--- src/hw/rtl/erdd_pkg.sv ---
`timescale 1ns / 1ps

package erdd_pkg;

	localparam logic [7:0] ESC_BYTE    = 8'h07;
	localparam logic [7:0] ESC_LITERAL = 8'h00;

	localparam int CFG_IDX_W = 8;

	localparam logic [CFG_IDX_W-1:0] CFG_DICT_LOW  = 8'd0;
	localparam logic [CFG_IDX_W-1:0] CFG_DICT_HIGH = 8'd1;
	localparam logic [CFG_IDX_W-1:0] CFG_OUT_LIMIT = 8'd2;

	// One unit of work for the back part: a byte value written reps times.
	typedef struct packed {
		logic [7:0] value;
		logic [3:0] reps;
		logic       last;
	} cmd_t;

	function automatic logic [7:0] dict_entry(input logic [63:0] lo, input logic [63:0] hi,
			input logic [3:0] idx);
		logic [63:0] word;
		word = idx[3] ? hi : lo;
		return word[{idx[2:0], 3'b000} +: 8];
	endfunction

endpackage

--- src/hw/rtl/erdd_in_if.sv ---
`timescale 1ns / 1ps

interface erdd_in_if;
	logic       valid;
	logic       ready;
	logic [7:0] data_byte;
	logic       last_byte;

	modport source (output valid, output data_byte, output last_byte, input ready);
	modport sink (input valid, input data_byte, input last_byte, output ready);
endinterface

--- src/hw/rtl/erdd_front.sv ---
`timescale 1ns / 1ps

module erdd_front import erdd_pkg::*; (
	input  logic        clk,
	input  logic        arst_n,
	erdd_in_if.sink     in_ch,
	input  logic [63:0] dict_lo,
	input  logic [63:0] dict_hi,
	input  logic        full,
	output logic        push,
	output cmd_t        cmd
);

	logic escape_pending_q;
	logic pending_d;
	logic accept;

	assign in_ch.ready = !full;
	assign accept      = in_ch.valid && in_ch.ready;

	always_comb begin
		cmd.value = in_ch.data_byte;
		cmd.reps  = 4'd1;
		cmd.last  = in_ch.last_byte;
		pending_d = escape_pending_q;
		if (escape_pending_q) begin
			pending_d = 1'b0;
			if (in_ch.data_byte == ESC_LITERAL) begin
				cmd.value = ESC_BYTE;
			end else begin
				cmd.reps  = in_ch.data_byte[7:4];
				cmd.value = dict_entry(dict_lo, dict_hi, in_ch.data_byte[3:0]);
			end
		end else if (in_ch.data_byte == ESC_BYTE && !in_ch.last_byte) begin
			cmd.reps  = 4'd0;
			pending_d = 1'b1;
		end
		if (in_ch.last_byte) begin
			pending_d = 1'b0;
		end
	end

	// Items that write nothing and close no stream need no work at the back.
	assign push = accept && (cmd.reps != 4'd0 || cmd.last);

	always_ff @(posedge clk or negedge arst_n) begin
		if (!arst_n) begin
			escape_pending_q <= 1'b0;
		end else if (accept) begin
			escape_pending_q <= pending_d;
		end
	end

endmodule

--- src/flat_wrapper.sv ---
// flat-port wrapper written by rule: the top's interface ports become plain ports
module erdd_front_flat import erdd_pkg::*;
  (clk, arst_n, dict_lo, dict_hi, full, push, cmd, in_ch_valid, in_ch_data_byte, in_ch_last_byte, in_ch_ready);
  erdd_in_if in_ch_i ();
  input  logic clk;
  input  logic arst_n;
  input  logic [63:0] dict_lo;
  input  logic [63:0] dict_hi;
  input  logic full;
  output logic push;
  output cmd_t cmd;
  input wire logic [$bits(in_ch_i.valid)-1:0] in_ch_valid;
  input wire logic [$bits(in_ch_i.data_byte)-1:0] in_ch_data_byte;
  input wire logic [$bits(in_ch_i.last_byte)-1:0] in_ch_last_byte;
  output wire logic [$bits(in_ch_i.ready)-1:0] in_ch_ready;
  assign in_ch_i.valid = in_ch_valid;
  assign in_ch_i.data_byte = in_ch_data_byte;
  assign in_ch_i.last_byte = in_ch_last_byte;
  assign in_ch_ready = in_ch_i.ready;
  erdd_front u_core (.clk(clk), .arst_n(arst_n), .in_ch(in_ch_i), .dict_lo(dict_lo), .dict_hi(dict_hi), .full(full), .push(push), .cmd(cmd));
endmodule
--- config.mk ---
export PLATFORM = sky130hd
export DESIGN_NAME = erdd_front_flat
export DESIGN_NICKNAME = d
export VERILOG_FILES = /design/src/hw/rtl/erdd_pkg.sv /design/src/hw/rtl/erdd_in_if.sv /design/src/hw/rtl/erdd_front.sv /design/src/flat_wrapper.sv
export SDC_FILE = /design/constraint.sdc
export NUM_CORES = 1
export LEC_CHECK = 0
export BUFFER_PORTS_ARGS = -buffer_cell sky130_fd_sc_hd__clkbuf_2
export CORE_UTILIZATION = 31
export CTS_CLUSTER_DIAMETER = 200
export CTS_CLUSTER_SIZE = 16
export DETAILED_ROUTE_END_ITERATION = 12
export MAX_ROUTING_LAYER = met4
export PLACE_DENSITY_LB_ADDON = 0.05
export SLEW_MARGIN = 25
export SYNTH_ARGS = -nofsm -noshare
export SYNTH_HDL_FRONTEND = slang
export SYNTH_SLANG_ARGS = --single-unit
export TNS_END_PERCENT = 30
--- constraint.sdc ---
create_clock -name clk -period 2.3 [get_ports clk]
set_clock_uncertainty 0.05 [all_clocks]
set_input_delay 0.46 -clock clk [delete_from_list [all_inputs] [get_ports clk]]
set_output_delay 0.46 -clock clk [all_outputs]
set_load 0.02 [all_outputs]
==> results.sh <==
export IMPL_status="finished, violations left"
export IMPL_violations="negative setup slack"
export IMPL_antenna_cells=0
export IMPL_place_inst=366
export IMPL_hold_violations=0
export IMPL_fin_setup_tns_ns=-0.9605
export IMPL_avgSynthCellArea_um2=8.920
export IMPL_whs_ns=0.1856
export IMPL_period_share_pct=107.1
export IMPL_largest_reg_flops=1
export IMPL_required_ns=1.79
export IMPL_layout_setup_ws_ns=-0.1631
export IMPL_p_total_uw=433.0
export IMPL_synth_flop_cell="dfrtp_1"
export IMPL_synth_edf_count=0
export IMPL_final_cells=370
export IMPL_crit_fanout=3
export IMPL_io_buffer_count=155
export IMPL_io_pins=156
export IMPL_synth_nets=288
export IMPL_final_antenna_net_count=0
export IMPL_synth_most_common_cell="mux2i_1"
export IMPL_syn_cell_area_mm2=0.001311
export IMPL_hold_path_class="input pin to asynchronous set/reset pin"
export IMPL_place_hpwl_mm=4.368
export IMPL_postCtsHoldBufs=0
export IMPL_die_area_mm2=0.004494
export IMPL_postSynth_asyncResetShare_pct=100.0
export IMPL_leakage_nw=1.362
export IMPL_tightest_slew_ns=0.4117
export IMPL_place_area_mm2=0.002331
export IMPL_synth_top_cell_area_share_pct=27.48
export IMPL_yosysSeqAreaShare_pct=1.908
export IMPL_drt_iter0_drc=63
export IMPL_fp_dieH_um=67.04
export IMPL_synth_commonest_cells="mux2i_1, mux4_2, nand2_1"
export IMPL_syn_inst=147
export IMPL_synth_top_area_cell="mux4_2"
export IMPL_grt_pass1_vias=1754
export IMPL_critPathKind="input pin to output pin"
export IMPL_maxCapViolCount=0
export IMPL_fin_crit_ns=2.463
export IMPL_dp_slack_ns=-0.2648
export IMPL_nNetsFinal=463
export IMPL_track_usage_pct=21.95
export IMPL_core_mm2=0.004029
export IMPL_top_regs="u_core.escape_pending_q: 1 flops"
export IMPL_ir_worst_vdd_mv=0.07730
export IMPL_grt_max_degree=14
export IMPL_grt_first_pass_wirelength_mm=7.486
export IMPL_stdcell_area_mm2=0.002590
export IMPL_fp_dieW_um=67.04
export IMPL_vias=1878
export IMPL_overflow=0
export IMPL_antenna_found_initial=0
export IMPL_start_kind="input pin"
export IMPL_yosysUniqueCellTypes=38
export IMPL_setup_viol=10
export IMPL_wl_mm=5.222
export IMPL_timing_fmax_mhz=406.0
export IMPL_drt_first_pass_iters=4
export IMPL_clock_latency_ns=0
export IMPL_worstSetupEndpointType="output pin"
export IMPL_post_route_util_pct=64.29
export IMPL_rsz0062_at_grt="true"
export IMPL_max_slew_margin_pct=72.34
export IMPL_arrival_ns=1.95
export IMPL_clk_pin_slew_ns=0
export IMPL_ys_warn_count=0
export IMPL_avgViaCountPerCell=5.076
export IMPL_synth_area_leaders="mux4_2, mux2i_1, a22oi_1, a32oi_1, nand2_1"
export IMPL_syn_to_final_growth_pct=97.52
export IMPL_std_cell_rows=23
export IMPL_place_congestion=0.8098
export IMPL_top_register="u_core.escape_pending_q"
export IMPL_final_max_slew_viol_count=0
export IMPL_drc=0
export IMPL_wl_per_cell_um=14.11
export IMPL_start_util_pct=32.55
export IMPL_drive_gt1_share_pct=70.94
export IMPL_ys_seq_elements=1
export IMPL_power_per_cell_area_mw_per_mm2=167.2
power breakdown:
group	internal (mW)	switching, mW
Combinational	0.252	0.163
Sequential	0.0180	0.0000638
Clock	0	0
Total	0.270	0.163
timing repair:
item | 4_1_cts | 5_1_grt
gates cloned | 1 | 2
endpoints found under the setup margin | 10 | 10
buffers inserted | 0 | 1
endpoints found under the hold margin | 0 | 0
pin swaps | 7 | 7
gates resized for setup | 21 | 30
worst max-delay path, cell delays in order:
cell and delay, ns:
buf_6 0.09, or4_4 0.55, or4_4 0.45, o22ai_4 0.16, a31oi_4 0.11, buf_8 0.14
logic make-up (layout without fill, tap and decap cells):
logic type	after synthesis	count (layout)	share of synthesized area, %
flops	1	1	1.908
buf+inv	17	190	6.393
mux	53	53	56.11
compound gates	38	38	19.75
simple gates	38	38	15.84
final timing paths:
path,from,to,slack (ns),cells past startpoint
worst max-delay path,in_ch_data_byte[7],push,-0.16,6
worst min-delay path,arst_n,u_core.escape_pending_q$_DFFE_PN0P_,0.19,1
worst max register to register,u_core.escape_pending_q$_DFFE_PN0P_,u_core.escape_pending_q$_DFFE_PN0P_,1.32,3
worst min register to register,u_core.escape_pending_q$_DFFE_PN0P_,u_core.escape_pending_q$_DFFE_PN0P_,0.71,2
max in group asynchronous,arst_n,u_core.escape_pending_q$_DFFE_PN0P_,1.93,1
min in group clk,u_core.escape_pending_q$_DFFE_PN0P_,u_core.escape_pending_q$_DFFE_PN0P_,0.71,2
placed cells by master, fill, tap and decap left out, types with 3 or more instances in the layout:
master,synthesis,layout
o21ai_1,6,6
nor2_1,6,5
and2_1,5,4
mux4_2,16,16
buf_2,4,6
nand2_1,10,10
buf_12,0,4
nand2b_1,5,5
a22oi_1,6,4
buf_6,0,4
mux2i_1,33,33
buf_4,4,24
clkbuf_2,0,141
a21oi_1,6,6
a211oi_2,0,3
a32oi_1,5,5
cell type report:
class                   count  area (µm²)
fillers                   362        1439
inverters                   4       15.01
multi-input cells         129        1320
flip-flops and latches      1       25.02
well taps                  50       62.56
repair buffers            186        1167
metal layers:
layer | vias up | track usage (%) | part of all wire, %
li1 | 940 | - | -
met1 | 837 | 25.87 | 39
met2 | 93 | 40.88 | 52
met3 | 8 | 1.027 | 7.1
met4 | 0 | 3.989 | 1.2
met5 | - | - | 0
Note: power is estimated with default switching activity, not from simulation.
