### config.mk
export PLATFORM = sky130hd
export DESIGN_NAME = erdd_back_flat
export DESIGN_NICKNAME = d
export VERILOG_FILES = /design/src/hw/rtl/erdd_pkg.sv /design/src/hw/rtl/erdd_out_if.sv /design/src/hw/rtl/erdd_back.sv /design/src/flat_wrapper.sv
export SDC_FILE = /design/constraint.sdc
export NUM_CORES = 1
export LEC_CHECK = 0
export BUFFER_PORTS_ARGS = -buffer_cell sky130_fd_sc_hd__buf_4
export CORE_ASPECT_RATIO = 0.75
export CORE_MARGIN = 2
export CORE_UTILIZATION = 45
export CTS_CLUSTER_DIAMETER = 200
export DETAILED_ROUTE_END_ITERATION = 7
export PLACE_DENSITY = 0.71
export SYNTH_ARGS = -nofsm -noshare
export SYNTH_HDL_FRONTEND = slang
export SYNTH_SLANG_ARGS = --single-unit
### constraint.sdc
create_clock -name clk -period 7.2 [get_ports clk]
set_input_delay 1.44 -clock clk [delete_from_list [all_inputs] [get_ports clk]]
set_output_delay 1.44 -clock clk [all_outputs]
set_load 0.02 [all_outputs]
### src/hw/rtl/erdd_pkg.sv
`timescale 1ns / 1ps

package erdd_pkg;

	localparam logic [7:0] ESC_BYTE    = 8'h07;
	localparam logic [7:0] ESC_LITERAL = 8'h00;

	localparam int CFG_IDX_W = 8;

	localparam logic [CFG_IDX_W-1:0] CFG_DICT_LOW  = 8'd0;
	localparam logic [CFG_IDX_W-1:0] CFG_DICT_HIGH = 8'd1;
	localparam logic [CFG_IDX_W-1:0] CFG_OUT_LIMIT = 8'd2;

	// One unit of work for the back part: a byte value written reps times.
	typedef struct packed {
		logic [7:0] value;
		logic [3:0] reps;
		logic       last;
	} cmd_t;

	function automatic logic [7:0] dict_entry(input logic [63:0] lo, input logic [63:0] hi,
			input logic [3:0] idx);
		logic [63:0] word;
		word = idx[3] ? hi : lo;
		return word[{idx[2:0], 3'b000} +: 8];
	endfunction

endpackage

### src/hw/rtl/erdd_out_if.sv
`timescale 1ns / 1ps

interface erdd_out_if;
	logic        valid;
	logic        ready;
	logic [7:0]  out_byte;
	logic        has_data;
	logic        run_last;
	logic [31:0] total_written;

	modport source (output valid, output out_byte, output has_data, output run_last,
		output total_written, input ready);
	modport sink (input valid, input out_byte, input has_data, input run_last,
		input total_written, output ready);
endinterface

### src/hw/rtl/erdd_back.sv
`timescale 1ns / 1ps

module erdd_back import erdd_pkg::*; (
	input  logic        clk,
	input  logic        arst_n,
	input  cmd_t        cmd,
	input  logic        cmd_valid,
	output logic        cmd_pop,
	input  logic [31:0] limit,
	erdd_out_if.source  out_ch
);

	logic        active_q;
	cmd_t        cur_q;
	logic [31:0] count_q;
	logic        out_valid_q;
	logic [7:0]  out_byte_q;
	logic        has_data_q;
	logic        run_last_q;
	logic [31:0] total_q;

	logic        slot_free;
	logic        step;
	logic        blocked;
	logic [32:0] count_inc;
	logic        cut;
	logic        emit_byte;
	logic        emit_end;
	logic        finish;

	assign slot_free = !out_valid_q || out_ch.ready;
	assign step      = active_q && slot_free;
	assign blocked   = (count_q >= limit) || (cur_q.reps == 4'd0);
	assign count_inc = {1'b0, count_q} + 33'd1;
	assign cut       = (count_inc >= {1'b0, limit});
	assign emit_byte = step && !blocked;
	assign emit_end  = step && blocked && cur_q.last;
	assign finish    = step && (blocked || cur_q.reps == 4'd1 || cut);
	assign cmd_pop   = cmd_valid && (!active_q || finish);

	assign out_ch.valid         = out_valid_q;
	assign out_ch.out_byte      = out_byte_q;
	assign out_ch.has_data      = has_data_q;
	assign out_ch.run_last      = run_last_q;
	assign out_ch.total_written = total_q;

	always_ff @(posedge clk) begin
		if (cmd_pop) begin
			cur_q <= cmd;
		end else if (emit_byte) begin
			cur_q.reps <= cur_q.reps - 4'd1;
		end
		if (emit_byte) begin
			out_byte_q <= cur_q.value;
			has_data_q <= 1'b1;
			run_last_q <= (cur_q.reps == 4'd1) || cut;
			total_q    <= count_inc[31:0];
		end else if (emit_end) begin
			out_byte_q <= 8'h00;
			has_data_q <= 1'b0;
			run_last_q <= 1'b1;
			total_q    <= count_q;
		end
	end

	always_ff @(posedge clk or negedge arst_n) begin
		if (!arst_n) begin
			active_q    <= 1'b0;
			count_q     <= '0;
			out_valid_q <= 1'b0;
		end else begin
			if (cmd_pop) begin
				active_q <= 1'b1;
			end else if (finish) begin
				active_q <= 1'b0;
			end
			if (finish && cur_q.last) begin
				count_q <= '0;
			end else if (emit_byte) begin
				count_q <= count_inc[31:0];
			end
			if (emit_byte || emit_end) begin
				out_valid_q <= 1'b1;
			end else if (out_ch.ready) begin
				out_valid_q <= 1'b0;
			end
		end
	end

endmodule

### src/flat_wrapper.sv
// flat-port wrapper written by rule: the top's interface ports become plain ports
module erdd_back_flat import erdd_pkg::*;
  (clk, arst_n, cmd, cmd_valid, cmd_pop, limit, out_ch_valid, out_ch_out_byte, out_ch_has_data, out_ch_run_last, out_ch_total_written, out_ch_ready);
  erdd_out_if out_ch_i ();
  input  logic clk;
  input  logic arst_n;
  input  cmd_t cmd;
  input  logic cmd_valid;
  output logic cmd_pop;
  input  logic [31:0] limit;
  output wire logic [$bits(out_ch_i.valid)-1:0] out_ch_valid;
  output wire logic [$bits(out_ch_i.out_byte)-1:0] out_ch_out_byte;
  output wire logic [$bits(out_ch_i.has_data)-1:0] out_ch_has_data;
  output wire logic [$bits(out_ch_i.run_last)-1:0] out_ch_run_last;
  output wire logic [$bits(out_ch_i.total_written)-1:0] out_ch_total_written;
  input wire logic [$bits(out_ch_i.ready)-1:0] out_ch_ready;
  assign out_ch_valid = out_ch_i.valid;
  assign out_ch_out_byte = out_ch_i.out_byte;
  assign out_ch_has_data = out_ch_i.has_data;
  assign out_ch_run_last = out_ch_i.run_last;
  assign out_ch_total_written = out_ch_i.total_written;
  assign out_ch_i.ready = out_ch_ready;
  erdd_back u_core (.clk(clk), .arst_n(arst_n), .cmd(cmd), .cmd_valid(cmd_valid), .cmd_pop(cmd_pop), .limit(limit), .out_ch(out_ch_i));
endmodule
==> impl_metrics.tcl <==
set metrics [dict create \
    synthArstFlopShare 0.382 \
    start_kind "flip-flop" \
    setup_viol 0 \
    yosys.area_share.simple 0.187 \
    drv_cap 0 \
    r2r-end "u_core.count_q[15]" \
    path_class "reg -> out" \
    relSlewSlack 0.316 \
    synth_cell_types 57 \
    final_nets 778 \
    drt_pass1_iterations 5 \
    seqPwrFrac 0.381 \
    avgViaCountPerCell 5.76 \
    seq_area_frac_synth 0.432 \
    r2r-start "u_core.count_q[0]" \
    root_buffer "clkbuf_16" \
    vias 4796 \
    clk_latency_ns 0.34 \
    drive_gt1_frac 0.200 \
    combPwrFrac 0.348 \
    cts_inserted_buffers 9 \
    leakage_uw 0.00336 \
    period_needed_ns 5.76 \
    fin_skew_ns 0.00807 \
    core_area_um2 12400 \
    die_y_um 102 \
    holdBufCountCts 0 \
    grt_first_pass_wirelength_um 23100 \
    synth_top_family_by_area "simple AND/OR/NAND/NOR gates" \
    grt_pass1_vias 4710 \
    synth-main-ff-cell "edfxtp_1" \
    postCtsResizedCells 0 \
    setup_ws_ns 1.44 \
    hold_path.startpoint "u_core.out_ch.has_data" \
    yosys-top-cells-count "68 x ha_1, 61 x nand2_1, 56 x a21oi_1" \
    ios 93 \
    grt_util_all_layers 0.213 \
    synth_top_cell_by_area "edfxtp_1" \
    synth_edf_count 54 \
    drt_iter0_drc 342 \
    cts.path.max_buffers 2 \
    clockPowerShare 0.271 \
    hold_ws_ns 0.459 \
    fin_crit_sh 0.800 \
    p_int_uw 1380 \
    synth_xor_area_frac 0.0486 \
    grt_max_degree 61 \
    powerDensity_nw_per_um2 302 \
    antenna_found_initial 0 \
    yosys_warnings 0 \
    tightest_slew_ns 1.02 \
    syn2layout_area_growth_pct 21.3 \
    yosysTopAreaCellShare 0.281 \
    ff2ff_path_depth 12 \
    min_path_type "reg -> reg" \
    drc 0 \
    power_switching_uw 727 \
    yosysMostFrequentCell "ha_1" \
    cp-end-kind "output port" \
    ir_worst_vdd_v 0.000223 \
    maxSlewViolCount 0 \
    cts_sinks 89 \
    finalHoldViolCount 0 \
    place_area_um2 6630 \
    cts_tree "yes" \
    tns_ns 0 \
    rows 35 \
    synth-seq-cells 89 \
    gp_congestion 0.910 \
    wl_um 14000 \
    numPortBuffers 92 \
    place_ws_ns 1.78 \
    wire_per_inst_um 16.8 \
    worstHoldPathCells 2 \
    syn-mean-instance-area_um2 10.1 \
    fmax_mhz 174 \
    path_clk_slew_ns 0.07 \
    synthesis.area_um2 5770 \
    hold_end "u_core.out_ch.has_data" \
    rsz0062_at_grt "false" \
    synthCells 573 \
    swShare 0.344 \
    synth_compound_area_frac 0.131 \
    dieArea_um2 13700 \
    ant_nets 0 \
    post_cts_buffers 0 \
    ys_top_cells_by_area "edfxtp_1 28%, dfrtp_1 15%, ha_1 15%" \
    stdcell_area_um2 7000 \
    start_util 0.465 \
    grt-ovfl-total 0 \
    fillers 1063 \
    synth_nets 690 \
    dp_hpwl_um 10500 \
    die_w_um 135 \
    n_antenna_cell 0 \
    regToRegSetupSlack_ns 2.82 \
    yosys-mux-area-fraction 0.00759 \
    worstPathArrival_ns 4.32 \
    htreeDepth 3 \
    synthAdderAreaFrac 0.148 \
    worstPathMaxFanout 15 \
    outcome "finished, final reports clean" \
    crit_required_ns 5.76 \
]
-- worst max path at each step --
stage	from	endpoint	slack [ns]	cells past startpoint
after detailed placement	limit[29]	cmd_pop	1.78	11
after CTS	u_core.count_q[0]	cmd_pop	1.46	16
after floorplan	u_core.count_q[0]	cmd_pop	2.37	11
after global routing	u_core.count_q[0]	cmd_pop	1.07	16
final	u_core.count_q[0]	cmd_pop	1.44	16
after global placement	limit[30]	cmd_pop	1.87	11
-- final cells by class --
class                           count  area (µm²)  share of cell area
Clock inverter                      7         141              0.0202
Timing Repair Buffer               96         721               0.103
Sequential cell                    89        2490               0.356
Multi-Input combinational cell    415        3020               0.432
Clock buffer                        9         225              0.0322
Inverter                           50         188              0.0268
Tap cell                          166         208              0.0297
-- stage by stage --
step	power, µW	instances	utilization
finish	2110	832	0.565
global route	2230	832	0.565
CTS	2130	832	0.565
detailed placement	1560	816	0.535
global placement	1530	816	0.535
floorplan	1260	573	-
-- cell families after synthesis --
family                   count (synthesis)
XOR/XNOR                                32
flip-flops                              89
AO/OA/AOI/OAI                          120
multiplexers                             4
AND/OR/NAND/NOR                        191
adder cells (fa/ha/maj)                 68
buffers and inverters                   69
-- registers in the layout, indices dropped and copies added (netlist names) --
name / cells
u_core.out_ch.valid: 1
u_core.cur_q: 13
u_core.out_ch.run_last: 1
u_core.out_ch.total_written: 32
u_core.out_ch.has_data: 1
u_core.out_ch.out_byte: 8
u_core.count_q: 32
u_core.active_q: 1
-- cell usage in the layout, fill, tap and decap left out, types with 2 or more instances in the layout --
cell type  instances
nand3_1           23
or4_1             28
o21a_1             2
o21ai_0           10
inv_1             50
a21oi_2            2
buf_4             96
nand3_2            2
nand2b_1           2
ha_1              68
xnor2_1           17
nand4_1           17
o211ai_1           2
edfxtp_1          54
dfrtp_1           34
or3_1              2
and3_1            14
a21boi_0           5
clkbuf_16          9
nor2b_1            2
a21oi_1           55
o31ai_1           30
and2_1             4
nor4_1             3
mux2_2             3
bufinv_16          4
nand2_1           60
nor3_1             8
xor2_1            15
nor2_1            13
-- worst max-delay path: stages (launching register included) --
cell	delay, ns
dfrtp_1	0.42
ha_1	0.25
nand3_2	0.17
nor4_4	0.50
nand4_4	0.20
nor2_1	0.20
nand3_1	0.16
xnor2_1	0.17
ha_1	0.31
a21oi_1	0.15
o21ai_0	0.13
a221oi_1	0.28
nand3_1	0.15
a211oi_2	0.38
a21oi_2	0.10
buf_4	0.22
buf_4	0.17
-- power groups by stage --
stage	Clock [µW]	Combinational, µW	Sequential (µW)
after floorplan	0	320	937
after global placement	0	717	810
after detailed placement	0	738	817
after CTS	580	741	807
after global routing	603	805	820
final	572	735	804
-- metal layers --
| layer | routed length, µm | global-route usage | share of wire | vias up |
|---|---|---|---|---|
| met5 | 0 | 0 | 0 | - |
| met4 | 189 | 0.0583 | 0.014 | 0 |
| met3 | 746 | 0.0441 | 0.053 | 18 |
| met2 | 6610 | 0.350 | 0.47 | 155 |
| met1 | 6430 | 0.289 | 0.46 | 2319 |
| li1 | - | - | - | 2304 |
No activity file was read; power rests on OpenSTA's default activity.
