===== src/hw/rtl/erdd_pkg.sv =====
`timescale 1ns / 1ps

package erdd_pkg;

	localparam logic [7:0] ESC_BYTE    = 8'h07;
	localparam logic [7:0] ESC_LITERAL = 8'h00;

	localparam int CFG_IDX_W = 8;

	localparam logic [CFG_IDX_W-1:0] CFG_DICT_LOW  = 8'd0;
	localparam logic [CFG_IDX_W-1:0] CFG_DICT_HIGH = 8'd1;
	localparam logic [CFG_IDX_W-1:0] CFG_OUT_LIMIT = 8'd2;

	// One unit of work for the back part: a byte value written reps times.
	typedef struct packed {
		logic [7:0] value;
		logic [3:0] reps;
		logic       last;
	} cmd_t;

	function automatic logic [7:0] dict_entry(input logic [63:0] lo, input logic [63:0] hi,
			input logic [3:0] idx);
		logic [63:0] word;
		word = idx[3] ? hi : lo;
		return word[{idx[2:0], 3'b000} +: 8];
	endfunction

endpackage


===== src/hw/rtl/erdd_queue.sv =====
`timescale 1ns / 1ps

module erdd_queue import erdd_pkg::*; #(
	parameter int DEPTH = 2
) (
	input  logic clk,
	input  logic arst_n,
	input  logic push,
	input  cmd_t push_data,
	output logic full,
	input  logic pop,
	output cmd_t pop_data,
	output logic not_empty
);

	localparam int AW = (DEPTH > 1) ? $clog2(DEPTH) : 1;
	localparam int CW = $clog2(DEPTH + 1);

	cmd_t          mem_q [DEPTH];
	logic [AW-1:0] wr_ptr_q;
	logic [AW-1:0] rd_ptr_q;
	logic [CW-1:0] fill_q;

	function automatic logic [AW-1:0] next_ptr(input logic [AW-1:0] p);
		return (p == AW'(DEPTH - 1)) ? '0 : p + AW'(1);
	endfunction

	assign full      = (fill_q == CW'(DEPTH));
	assign not_empty = (fill_q != '0);
	assign pop_data  = mem_q[rd_ptr_q];

	always_ff @(posedge clk) begin
		if (push) begin
			mem_q[wr_ptr_q] <= push_data;
		end
	end

	always_ff @(posedge clk or negedge arst_n) begin
		if (!arst_n) begin
			wr_ptr_q <= '0;
			rd_ptr_q <= '0;
			fill_q   <= '0;
		end else begin
			if (push) begin
				wr_ptr_q <= next_ptr(wr_ptr_q);
			end
			if (pop) begin
				rd_ptr_q <= next_ptr(rd_ptr_q);
			end
			if (push && !pop) begin
				fill_q <= fill_q + CW'(1);
			end else if (pop && !push) begin
				fill_q <= fill_q - CW'(1);
			end
		end
	end

endmodule


===== config.mk =====
export PLATFORM = sky130hd
export DESIGN_NAME = erdd_queue
export DESIGN_NICKNAME = d
export VERILOG_FILES = /design/src/hw/rtl/erdd_pkg.sv /design/src/hw/rtl/erdd_queue.sv
export SDC_FILE = /design/constraint.sdc
export NUM_CORES = 1
export LEC_CHECK = 0
export ABC_CLOCK_PERIOD_IN_PS = 1800
export BUFFER_PORTS_ARGS = -buffer_cell sky130_fd_sc_hd__clkbuf_2
export CORE_MARGIN = 5
export CORE_UTILIZATION = 35
export CTS_BUF_LIST = sky130_fd_sc_hd__clkbuf_4
export DETAILED_ROUTE_END_ITERATION = 6
export PLACE_DENSITY = 0.68
export SYNTH_ARGS = -nofsm -noshare
export SYNTH_HDL_FRONTEND = slang
export SYNTH_SLANG_ARGS = --single-unit
export TNS_END_PERCENT = 10

===== constraint.sdc =====
create_clock -name clk -period 1.8 [get_ports clk]
set_input_delay 0.27 -clock clk [delete_from_list [all_inputs] [get_ports clk]]
set_output_delay 0.27 -clock clk [all_outputs]
set_load 0.1 [all_outputs]

==> results of run 1 <==
==> cell usage after synthesis <==
cell type / n / area share
xor2_1: 4 / 0.031
inv_1: 1 / 0.0033
or2_2: 1 / 0.0056
mux2_2: 13 / 0.13
nor2_1: 1 / 0.0033
dfrtp_1: 4 / 0.089
and2_1: 1 / 0.0056
buf_6: 1 / 0.010
nor2b_1: 2 / 0.011
ha_1: 1 / 0.011
edfxtp_1: 26 / 0.69
xnor2_1: 1 / 0.0078
==> area by class of cell <==
class / instances / area (um2)
Timing Repair Buffer: 35 / 387
Sequential cell: 30 / 881
Clock inverter: 2 / 10.0
Tap cell: 44 / 55.1
Fill cell: 269 / 1460
Inverter: 1 / 3.75
Clock buffer: 6 / 45.0
Multi-Input combinational cell: 24 / 234
==> metal layers <==
layer  global-route usage  vias up
li1                     -      290
met1               0.0963      293
met2                0.182       22
met3               0.0742        0
met4               0.0305        0
met5                    0        -
==> timing repair <==
action | CTS | global route
setup endpoints to repair | 11 | 0
gates resized for setup | 1 | 0
setup buffers | 1 | 0
hold endpoints to repair | 4 | 0
hold buffers | 1 | 0
==> registers in the layout, summed over array words and instances (netlist names) <==
name	cells
mem_q	26
fill_q	2
rd_ptr_q	1
wr_ptr_q	1
==> how the worst min path moves through the flow <==
stage                            end  slack, ps          from
3_3_place_gp   fill_q[1]$_DFFE_PN0P_         80        arst_n
6_report       mem_q[1][6]$_DFFE_PP_        130  push_data[6]
4_1_cts        mem_q[1][6]$_DFFE_PP_        120  push_data[6]
3_5_place_dp   fill_q[1]$_DFFE_PN0P_         90        arst_n
2_1_floorplan  fill_q[0]$_DFFE_PN0P_        -30        arst_n
5_1_grt        mem_q[1][7]$_DFFE_PP_        110  push_data[7]
==> metrics by stage <==
| step | worst slack (ps) | instances |
|---|---|---|
| final | 94.8 | 142 |
| after global routing | 29.7 | 142 |
| after CTS | 75.4 | 142 |
| after detailed placement | 324 | 132 |
| after global placement | 354 | 132 |
| after floorplan | 307 | 56 |
==> kinds of logic after synthesis <==
group | after synthesis | synth area share
simple gates | 5 | 0.0255
flops | 30 | 0.781
xor+xnor | 5 | 0.0388
fa+ha+maj | 1 | 0.0111
mux | 13 | 0.130
buf+inv | 2 | 0.0133
==> summary.md, run 1 <==
| Metric | Value |
|---|---|
| Met2 Wirelength | 1060 um |
| Vias | ~600 |
| Die Y | 66.8 um |
| RSZ-0062 raised after global routing | false |
| R2R Path Start | wr_ptr_q$_DFFE_PN0P_ |
| Crit-path cells | or2_2 -> clkbuf_2 |
| Core footprint | 3080 um2 |
| Max-Cap Viols | 0 |
| R2R Setup Slk | 510 ps |
| Worst-path clk slew | approximately 90 ps |
| # IOs | 32 |
| Number of vias per cell | 4.26 |
| Final RePlAce weighted congestion | between 0.6 and 0.7 |
| Layout cell share with drive strength beyond 1 | 0.582 |
| Max Fclk | 586 MHz |
| Crit path buf inv count | 1 |
| # diodes | 0 |
| Most common cell after layout, fill and taps aside | edfxtp_1 |
| Setup TNS | 0 ps |
| Clock Tree Root | clkbuf_4 |
| Arrival @ worst endpoint | 1440 ps |
| Mapped Avg Cell Area | 20.1 um2 |
| CP Launch Point | fill_q[0]$_DFFE_PN0P_ |
| WL final | 1960 um |
| Htree depth | 2 |
| Rel. slew slack | 0.591 |
| Most frequent cells in the layout | edfxtp_1 (26), clkbuf_2 (18), mux2_2 (13), buf_12 (13), clkbuf_4 (6) |
| Crit Path Category | flop to output port |
| Slowest cell on the critical path | dfrtp_1 |
| Crit. End Element | output port |
| DRT iter0 DRCs | 17 |
| First-pass GRT wire length | 3240 um |
| Highest routed layer | met3 |
| CP Capture Point | not_empty |
| Met3 WL | 199 um |
| RR Endpoint | mem_q[1][10]$_DFFE_PP_ |
| Actual slew at the worst max-slew pin | 613 ps |
| Worst-path maximum fanout | 4 |
| Area delta synth->final | 43.3% |
| Final Max Slew Viols | 0 |
| Fin crit share | 0.947 |
| Antenna violations before repair | 0 |
| Routed WL per cell | about 14 um |
| Worst skew pair latency | between 300 and 400 ps |
| Worst path top cell family by delay | flip-flops |
| # setup viols final | 0 |
| Die Span X | around 67 um |
| Final ANT Viol Nets | 0 |
| CTS tree | yes |
| Outcome | finished, final reports clean |
| Largest net degree at the start of global routing | 14 |
| Cell area after synthesis | 1130 um2 |
| Worst path max stage delay | 440 ps |
| 1st-pass router iterations | 3 |
| Starting Density | 0.366 |
| Die Footprint | 4460 um2 |
| Grt total ovfl | 0 |
| Min-Delay Path Class | input pin to flop |
| Reg2Reg Depth | 1 |
| PortBufs | 31 |
| Wl on met1 | about 700 um |
| Startpoint class of the critical path | flop |
| Synthesized Nets | 74 |
| CTS Sinks | 30 |
| Fin Hold WS | 133 ps |
| Synthesized instance count | 56 |
| FP Rows | 20 |
| Total track usage | 0.105 |
| # DRC | 0 |
| Worst Path Required | ~1500 ps |
| Finished Cell Area | around 1600 um2 |
| DP Area | 1540 um2 |
| Clk_skew | a little under 7 ps |
| Fin. Hold Viols | 0 |
| Clk buf depth | 2 |
| Seq/Total Area, Yosys | 0.781 |
| Count of cell types in the netlist | 12 |
| WP depth | 2 |
| Yosys reg bits | 30 |
| Yosys warns | 0 |
| Fin crit period | roughly 1700 ps |
| Hold Path Depth | 1 |
| Number of global-route vias before repair | slightly above 700 |
| Detailed Place HPWL | 1430 um |
| Finished Core Util | 0.525 |
| Cts bufs inserted | 5 |
| Nets | 115 |
Power of run 1 is left out: the tool's default activity adds up to more than one toggle a clock period on the data nets, which glitch-free logic cannot reach.
==> run 2, diff against run 1 <==
ABC_AREA = 1   (was not set)
==> summary.md, run 2 <==
| Metric | Value |
|---|---|
| Most frequent cell after synthesis | edfxtp_1 |
| Worst skew pair latency | 320 ps (about the same) |
| Fin. Hold Viols | 0 (unchanged) |
| Core footprint | 3100 um2 (+0.81%) |
| Max Fclk | 585 MHz (-0.16%) |
| Post-CTS setup buffer count | 0 (-1) |
| PortBufs | 31 (unchanged) |
| Cts bufs inserted | 5 (unchanged) |
| Setup WS pre-CTS | 427 ps (+103 ps) |
| Async SR Flop Fraction | 0.133 (unchanged) |
| # setup viols final | 0 (unchanged) |
| CTS Sinks | 30 (unchanged) |
| Vias | 658 (+8.8%) |
| Post-synth EDFFs | 26 (unchanged) |
| Worst-path clk slew | 100 ps (about the same) |
| Arrival @ worst endpoint | 1440 ps (about the same) |
| Fin cells | 151 (+6.3%) |
| Most used DFF post-synth | edfxtp_1 |
| Worst Path Required | 1530 ps (about the same) |
| Clk_skew | 8.04 ps (+1.14 ps) |
| Number of global-route vias before repair | 706 (-0.28%) |
| Largest regs | mem_q x26, fill_q x2 |
| Global-route met3 utilization | 0.0466 (-0.0276) |
| Antenna violations before repair | 0 (unchanged) |
| Area share of the largest cell type after synthesis | 0.682 (-0.0106) |
| Max-Cap Viols | 0 (unchanged) |
| Die Span X | 67.2 um (+0.65%) |
| Number of vias per cell | 4.36 (+2.3%) |
| Count of cell types in the netlist | 12 (unchanged) |
| Outcome | finished, final reports clean |
| # DRC | 0 (unchanged) |
| Final worst slack | 92.0 ps (-2.80 ps) |
| Layout cell share with drive strength beyond 1 | 0.523 (-0.0583) |
| Area leader, netlist | edfxtp_1 |
| Total track usage | 0.103 (-0.00150) |
| Yosys warns | 0 (unchanged) |
| Detailed Place HPWL | 1450 um (+1.1%) |
| Actual slew at the worst max-slew pin | 558 ps (-55.1 ps) |
| Crit-path cells | buf_4 -> mux2_2 -> buf_12 |
| Placed Cells | 142 (+7.6%) |
| Clock Tree Root | clkbuf_4 |
| Nets | 124 (+7.8%) |
| GRT met2 Usage | 0.172 (-0.0102) |
| # diodes | 0 (unchanged) |
| Largest net degree at the start of global routing | 15 (+1) |
| Slowest cell on the critical path | mux2_2 |
| Clk buf depth | 2 (unchanged) |
| CTS tree | yes |
| Htree depth | 2 (unchanged) |
| Seq/Total Area, Yosys | 0.769 (-0.0120) |
| Startpoint class of the critical path | flop |
| Final RePlAce weighted congestion | 0.624 (-0.76%) |
| RSZ-0062 raised after global routing | false |
| Max reg flops | 26 (unchanged) |
| Top reg by flops | mem_q |
| Worst path max stage delay | 390 ps (-50 ps) |
| Area delta synth->final | 44.3% |
| Post-cts gate resize count | 0 (-1) |
| WL final | 2020 um (+2.9%) |
| Synthesized instance count | 65 (+16%) |
| Synth top cells by count | edfxtp_1 (26), mux2_2 (13), inv_1 (7) |
| DRT iter0 DRCs | 16 (-1) |
| Rel. slew slack | 0.628 (+0.0364) |
| Synth top area cells | edfxtp_1 (68%), mux2_2 (13%), dfrtp_1 (8.7%) |
| GR peak layer | met2 |
| Die Y | 67.2 um (+0.65%) |
| Setup TNS | 0 ps (unchanged) |
| Fin crit share | 0.949 (+0.00156) |
| FP Rows | 20 (unchanged) |
| Fin crit period | 1710 ps (+2.80 ps) |
| Crit. End Element | output port |
| 1st-pass router iterations | 4 (+1) |
| Starting Density | 0.369 (+0.00269) |
| # IOs | 32 (unchanged) |
| Worst-path maximum fanout | 14 (+10) |
| Synthesized Nets | 83 (+12%) |
| Routed WL per cell | 13.4 um (-3.2%) |
| Crit Path Category | flop to output port |
| M1 GR Usage | 0.113 (+0.0165) |
| Most frequent cells in the layout | edfxtp_1 (26), clkbuf_2 (18), mux2_2 (13), buf_12 (13), inv_1 (7) |
| Yosys reg bits | 30 (unchanged) |
| Min-Delay Path Class | input pin to flop |
| First-pass GRT wire length | 3260 um (+0.62%) |
| Mapped Avg Cell Area | 17.6 um2 (-13%) |
| Die Footprint | 4510 um2 (+1.3%) |
| Cell area after synthesis | 1140 um2 (+1.6%) |
| Most common cell after layout, fill and taps aside | edfxtp_1 |
| Grt total ovfl | 0 (unchanged) |
| Final ANT Viol Nets | 0 (unchanged) |
| Final Max Slew Viols | 0 (unchanged) |
[run 2: what timing repair did]
item,4_1_cts,5_1_grt
endpoints found under the setup margin,0,0
hold buffers,1,0
hold endpoints to repair,4,0
[run 2: critical path: cells and delay by family, from the launching register on]
kind | cells | cell delay (ps)
flip-flops | 1 | 330
multiplexers | 1 | 390
buffers and inverters | 2 | 390
[run 2: path summary, 6_finish.rpt]
path	startpoint	end	slack (ps)	depth (start not counted)
setup / recovery	rd_ptr_q$_DFFE_PN0P_	pop_data[9]	90	3
hold / removal	push_data[5]	mem_q[0][5]$_DFFE_PP_	130	1
setup reg to reg	wr_ptr_q$_DFFE_PN0P_	mem_q[1][8]$_DFFE_PP_	570	2
hold reg to reg	fill_q[1]$_DFFE_PN0P_	fill_q[1]$_DFFE_PN0P_	490	2
max in group asynchronous	arst_n	fill_q[1]$_DFFE_PN0P_	1390	2
min in group asynchronous	arst_n	wr_ptr_q$_DFFE_PN0P_	270	2
[run 2: through the flow]
| step | hold WS, ps | utilization | area, um2 |
|---|---|---|---|
| floorplan | -25.6 | - | 1150 |
| CTS | 117 | 0.532 | 1650 |
| detailed placement | 82.4 | 0.504 | 1560 |
| global placement | 79.9 | 0.504 | 1560 |
| global route | 103 | 0.532 | 1650 |
| finish | 128 | 0.532 | 1650 |
[run 2: cell families after synthesis]
kind of cell,share of synthesized area
flops,0.769
mux,0.128
simple gates,0.0361
buf+inv,0.0328
xor+xnor,0.0230
fa+ha+maj,0.0109
[run 2: cell type report]
class | count | area, um2
sequential | 30 | 881
fill | 287 | 1450
timing repair buffer | 35 | 383
inverter | 7 | 26.3
multi-input combinational | 27 | 229
tap | 44 | 55.1
clock buffer | 5 | 37.5
clock inverter | 3 | 40.0
[run 2: layer usage]
metal	up-vias	wire (um)
met2	28	980
met1	308	846
li1	318	-
met3	4	159
met5	-	0
met4	0	31
Power of run 2 is left out for the same reason.
